--- src/design/fbb_pkg.sv ---
package fbb_pkg;

   // Command codes carried on req_cmd.
   localparam logic [2:0] CMD_CLEAR  = 3'd0;
   localparam logic [2:0] CMD_SET    = 3'd1;
   localparam logic [2:0] CMD_GET    = 3'd2;
   localparam logic [2:0] CMD_FILL   = 3'd3;
   localparam logic [2:0] CMD_SPRITE = 3'd4;

   // Register indexes on the csr port.
   localparam logic [1:0] REG_FRAME_WIDTH     = 2'd0;
   localparam logic [1:0] REG_FRAME_HEIGHT    = 2'd1;
   localparam logic [1:0] REG_TRANSPARENT_KEY = 2'd2;

   // Controller states.
   typedef enum logic [2:0] {
      ST_IDLE,
      ST_CALC,
      ST_FILL,
      ST_READ,
      ST_RESP
   } state_type;

   // Commands from the controller to the datapath.
   typedef struct packed {
      logic load;   // capture and clip a new command
      logic calc;   // form the start address
      logic step;   // write one pixel and advance the raster
      logic read;   // read one pixel from the store
   } ctrl_cmd_type;

   // Status from the datapath to the controller.
   typedef struct packed {
      logic write_needed;  // the clipped command writes at least one pixel
      logic read_needed;   // an on-screen get
      logic last;          // the raster is at its final pixel
   } ctrl_status_type;

endpackage

--- src/design/fbb_ctrl.sv ---
module fbb_ctrl (
   input  logic                     clock,
   input  logic                     reset,
   input  logic                     start,
   output logic                     busy,
   output logic                     rsp_valid,
   output fbb_pkg::ctrl_cmd_type    ctl,
   input  fbb_pkg::ctrl_status_type stat
);
   import fbb_pkg::*;

   state_type state_ff;
   state_type state_in;

   // State register.
   always_ff @(posedge clock) begin
      if (reset) begin
         state_ff <= ST_IDLE;
      end else begin
         state_ff <= state_in;
      end
   end

   // Next state.
   always_comb begin
      state_in = state_ff;
      case (state_ff)
         ST_IDLE: begin
            if (start) begin
               state_in = ST_CALC;
            end
         end
         ST_CALC: begin
            if (stat.write_needed) begin
               state_in = ST_FILL;
            end else if (stat.read_needed) begin
               state_in = ST_READ;
            end else begin
               state_in = ST_RESP;
            end
         end
         ST_FILL: begin
            if (stat.last) begin
               state_in = ST_RESP;
            end
         end
         ST_READ: begin
            state_in = ST_RESP;
         end
         ST_RESP: begin
            state_in = ST_IDLE;
         end
         default: begin
            state_in = ST_IDLE;
         end
      endcase
   end

   // Outputs.
   always_comb begin
      ctl       = '0;
      busy      = 1'b1;
      rsp_valid = 1'b0;
      case (state_ff)
         ST_IDLE: begin
            busy     = 1'b0;
            ctl.load = start;
         end
         ST_CALC: begin
            ctl.calc = 1'b1;
         end
         ST_FILL: begin
            ctl.step = 1'b1;
         end
         ST_READ: begin
            ctl.read = 1'b1;
         end
         ST_RESP: begin
            rsp_valid = 1'b1;
         end
         default: begin
            busy = 1'b1;
         end
      endcase
   end

   // The completion strobe lasts exactly one cycle.
   assert property (@(posedge clock) disable iff (reset) rsp_valid |=> !rsp_valid)
      else $error("completion strobe held for more than one cycle");

   // An accepted command keeps the block busy in the following cycle.
   assert property (@(posedge clock) disable iff (reset) (start && !busy) |=> busy)
      else $error("busy not raised after an accepted command");

   // A store access, pixel write or read, never happens while the block reports idle.
   assert property (@(posedge clock) disable iff (reset) (ctl.step || ctl.read) |-> busy)
      else $error("store access outside a command");

   // After the completion strobe the controller returns to idle.
   assert property (@(posedge clock) disable iff (reset) rsp_valid |=> !busy)
      else $error("controller did not return to idle after completion");

endmodule

--- config.mk ---
export PLATFORM = sky130hd
export DESIGN_NAME = fbb_ctrl
export DESIGN_NICKNAME = d
export VERILOG_FILES = /design/src/design/fbb_pkg.sv /design/src/design/fbb_ctrl.sv
export SDC_FILE = /design/constraint.sdc
export NUM_CORES = 1
export LEC_CHECK = 0
export ABC_AREA = 1
export BUFFER_PORTS_ARGS = -buffer_cell sky130_fd_sc_hd__buf_2
export CAP_MARGIN = 15
export CORE_AREA = 2 2 39 41
export CTS_CLUSTER_DIAMETER = 60
export DETAILED_ROUTE_END_ITERATION = 8
export DIE_AREA = 0 0 41 43
export PLACE_DENSITY = 0.34
export SYNTH_ARGS = -nofsm -noshare
export SYNTH_HDL_FRONTEND = slang
export SYNTH_SLANG_ARGS = --single-unit
--- constraint.sdc ---
create_clock -name clock -period 1.6 [get_ports clock]
set_input_delay 0.16 -clock clock [delete_from_list [all_inputs] [get_ports clock]]
set_output_delay 0.16 -clock clock [all_outputs]
set_load 0.005 [all_outputs]
---- After elaboration in Yosys (flattened, before gate mapping) ----
Index checks and enable logic that the tools add are counted.
operators by class
  eq/ne operators ......................... 6
  multiplexer cells ....................... 11
  reduce and logical (&&, ||, !) cells .... 2
operator list
  kind                count
  $mux 3              4
  $pmux 3 s4          1
  $eq 3x2->1 const B  2
  $mux 1              6
  $ne 2x2->1 const B  2
  $eq 3x1->1 const B  1
  $eq 3x3->1 const B  1
  $logic_not 3->1     1
  $reduce_and 2->1    1
storage, ports and cells
  output and inout port bits .............. 6
  bits in registers ....................... 3
  input bits .............................. 6
  word-level logic and storage cells ...... 20

---- Depth between registers and ports, before layout ----
  depth in word-level cells ............... 3
  depth in mapped cells ................... 6
  gate-level depth less buffers ........... 6

---- Worst setup path after synthesis ----
OpenSTA, ideal clock, no wires.
  path kind ............................... register to register
  start point ............................. register state_ff[2]
  end point ............................... register state_ff[0]
  clock period less this slack ............ 876 ps
  required time ........................... 1488 ps
  data arrival time ....................... 764 ps
  path buffers ............................ 0
  setup time .............................. 112 ps
  path slack .............................. 724 ps
  stages on the path, launching flop included .. 6
  cell sequence ........................... dfxtp_1 inv_2 nand2_1 nand2_1 nor2_1 nor2_2
between the ends
  word-level cells in the longest chain between the ends .. 3
  elaborated cells between the ends (all ways) .. 8
  classes of those cells .................. 5 x eq/ne; 1 x mux; 2 x reduce/logical
RTL lines
  item                                                  RTL line        text
  start: declaration                                    fbb_ctrl.sv:12  state_type state_ff;
  start signal: assignment                              fbb_ctrl.sv:20  state_ff <= state_in;
  $eq 3x2->1 / $logic_not 3->1 (equally long branches)  fbb_ctrl.sv:27  case (state_ff)
  $ne 2x2->1 (no source line)                           -
  $reduce_and 2->1 (no source line)                     -
Parallel ways exist; a longest one is shown, timed or not.
A chain may end at the register's enable or synchronous reset.

==> out/summary.txt <==
===============================================================================
Worst R2R Path Depth                                                          5
Sequential-to-total area share from yosys stat                            27.6%
Post-synthesis instance area                                          218 sq um
Number of top-level design ports                                             12
Clock root buffer                                                      clkbuf_4
Setup-violating endpoint count in the final report                            0
Switching power summed over all nets                                     125 uW
Highest-count cells in the layout ignoring fill and taps           11 x buf_2, 8 x nor2_1, 6 x nand2_1
Hold Path Class                                                       in -> reg
Number of nets in the final layout                                           58
Number of buffers inserted during clock tree synthesis                        3
Worst-path fanout max                                                         5
Internal power component                                                 231 uW
Sequential standard cell area                                        60.1 sq um
Result of the run                                                     completed
Number of DRC markers after the initial detailed-route iteration              3
Share of post-route cells with drive strength above 1                     45.1%
Clock Tree Buf Depth                                                          2
Multi-input combinational cell area                                   131 sq um
Global-route wire length before repair                                   855 um
Largest register FFs                                                          3
Core Rows                                                                    14
Area inside the core boundary                                      0.00138 sq mm
Worst endpoint data arrival time                                        1030 ps
Cell types with the largest area share after synthesis             dfxtp_1 28%, nor2_1 14%, nand2_1 10%
Clock tree from TritonCTS                                                  done
Worst flop-to-flop path endpoint                                   state_ff[0]$_SDFFE_PP0P_
GP Congestion                                                             0.631
Layout Skew                                                             5.40 ps
Global Route Usage Sum                                                    7.82%
Start point of the critical path                                   state_ff[0]$_SDFFE_PP0P_
Total count of max-transition violations in the final report                  0
Vias                                                                        255
Biggest register                                                       state_ff
Logic gate share of total power                                           33.3%
Synthesis-to-layout area growth                                           46.6%
DRT Pass-1 Iters                                                              2
Actual transition at the worst max-transition pin                        198 ps
Instance area after placement                                         293 sq um
Clock power frac                                                          38.2%
Slowest cell on the critical path                                       dfxtp_1
Type of element launching the critical path                            register
Levels on crit path                                                           4
Critical Path Most Common Cell                                           nor2_1
Top Registers                                                       state_ff x3
Clk pin slew, worst setup/hold paths                                      40 ps
Total DRC errors in the routed layout                                         0
Worst VDD drop                                                         0.326 mV
CP cell instances                                                  nor2_1 > nand2_1 > nor2_1 > buf_2
Cts-stage hold buffer count                                                   0
Detailed placer's ending HPWL                                            425 um
Final Hold Vio Count                                                          0
Initial Util                                                              15.7%
Crit path time final                                                    1190 ps
Tightest slew margin relative to the limit                                86.8%
Wirelength per Cell                                                     7.25 um
Quantity of gates resized following cts                                       0
Die height                                                                43 um
Largest net degree at the start of global routing                             6
Post-synthesis average cell area                                     6.05 sq um
Cell variety after synth                                                     14
Synth Instances                                                              36
Most common library cell in the layout ignoring fill and taps             buf_2
Fmax                                                                    843 MHz
Port Buffers                                                                 11
Post-CTS repair timing setup buffer count                                     0
Net Sw Frac                                                               35.1%
Antenna Cells                                                                 0
Final clock period utilization by the worst path                          74.2%
Total congestion overflow after global routing                                0
Via density per instance                                                   3.81
Startpoint-to-endpoint class of the critical path                    reg -> out
Number of synthesized register bits                                           3
Post-route cell area                                                  319 sq um
Total power density per cell area                                  1110 mW/mm^2
Clock insertion delay at the later pin of the skew report                240 ps
Buffers plus inverters on the worst setup path                                1
R2r startpoint                                                     state_ff[0]$_SDFFE_PP0P_
Dominant cell type by area after synthesis                              dfxtp_1
CTS H-tree lvls                                                               1
Number of nets with antenna violations after detailed routing                 0
Total of fill cells in the finished design                                  170
Slowest cell delay on critical path                                      350 ps
Cell class contributing the biggest share of worst-path delay        flip-flops
Capturing element of the worst setup path                                ctl[3]
Routed wire length                                                       486 um
FF-to-FF setup slack                                                     680 ps
Leakage power                                                          0.171 nW
Flop pwr share                                                            28.5%
Chip width                                                                41 um
Antenna violations before repair                                              0
Die area                                                           0.00176 sq mm
Vias in the first global route                                              231
Total number of clock tree sinks                                              3
Kind of end point of the critical path                             primary output
Synth top area share                                                      27.6%
RSZ-0062 raised after global routing                                      false
Synth Net Count                                                              42
Number of max-cap violations                                                  0
CP required                                                             1440 ps
Sum of negative setup slack                                                0 ps
Yosys warnings                                                                0
===============================================================================
[cells by family after synthesis]
group,after synthesis,share of synthesized area [%]
flip-flops,3,27.6
AO/OA/AOI/OAI,2,4.59
AND/OR/NAND/NOR,24,55.7
buffers and inverters,7,12.1
[layer usage]
layer  GRT usage [%]  vias to the layer above  wire [um]
met4            6.00                        0          9
met2            9.69                        8        235
met1            8.31                      106        203
met5               0                        -          0
met3            6.28                        2         38
li1                -                      139          -
[metrics by stage]
stage	setup WS, ps	util [%]	cells	hold slack (ps)	power (mW)
after floorplan	724	-	36	229	0.181
after global placement	637	21.2	63	352	0.227
after detailed placement	648	21.2	63	352	0.223
after CTS	390	23.1	67	95.5	0.365
after global routing	249	23.1	67	97.0	0.391
final	413	23.1	67	106	0.356
[power groups by stage]
stage	combinational, mW	sequential (mW)	clock, mW
after floorplan	0.0808	0.100	0
after global placement	0.122	0.105	0
after detailed placement	0.121	0.103	0
after CTS	0.121	0.102	0.143
after global routing	0.138	0.103	0.149
final	0.119	0.101	0.136
[worst min path at each step]
stage               start                  endpoint  slack (ps)  cells after the start
floorplan           reset  state_ff[1]$_SDFFE_PP0P_         230                      1
global placement    reset  state_ff[2]$_SDFFE_PP0P_         350                      2
detailed placement  reset  state_ff[1]$_SDFFE_PP0P_         350                      2
CTS                 reset  state_ff[1]$_SDFFE_PP0P_         100                      2
global route        reset  state_ff[1]$_SDFFE_PP0P_         100                      2
finish              reset  state_ff[1]$_SDFFE_PP0P_         110                      2
[final cells by class]
| class | instances | area share, % |
|---|---|---|
| clock buffers | 4 | 8.24 |
| inverters | 7 | 8.24 |
| multi-input cells | 26 | 41.2 |
| flip-flops and latches | 3 | 18.8 |
| well taps | 16 | 6.27 |
| repair buffers | 11 | 17.3 |
[cells in the mapped netlist, drive strengths merged]
master  number
a21oi        1
nand3b       1
nor2        12
dfxtp        3
nor3         1
nand3        3
inv          7
nand2        7
o21ai        1
(Power assumes the default switching activity.)
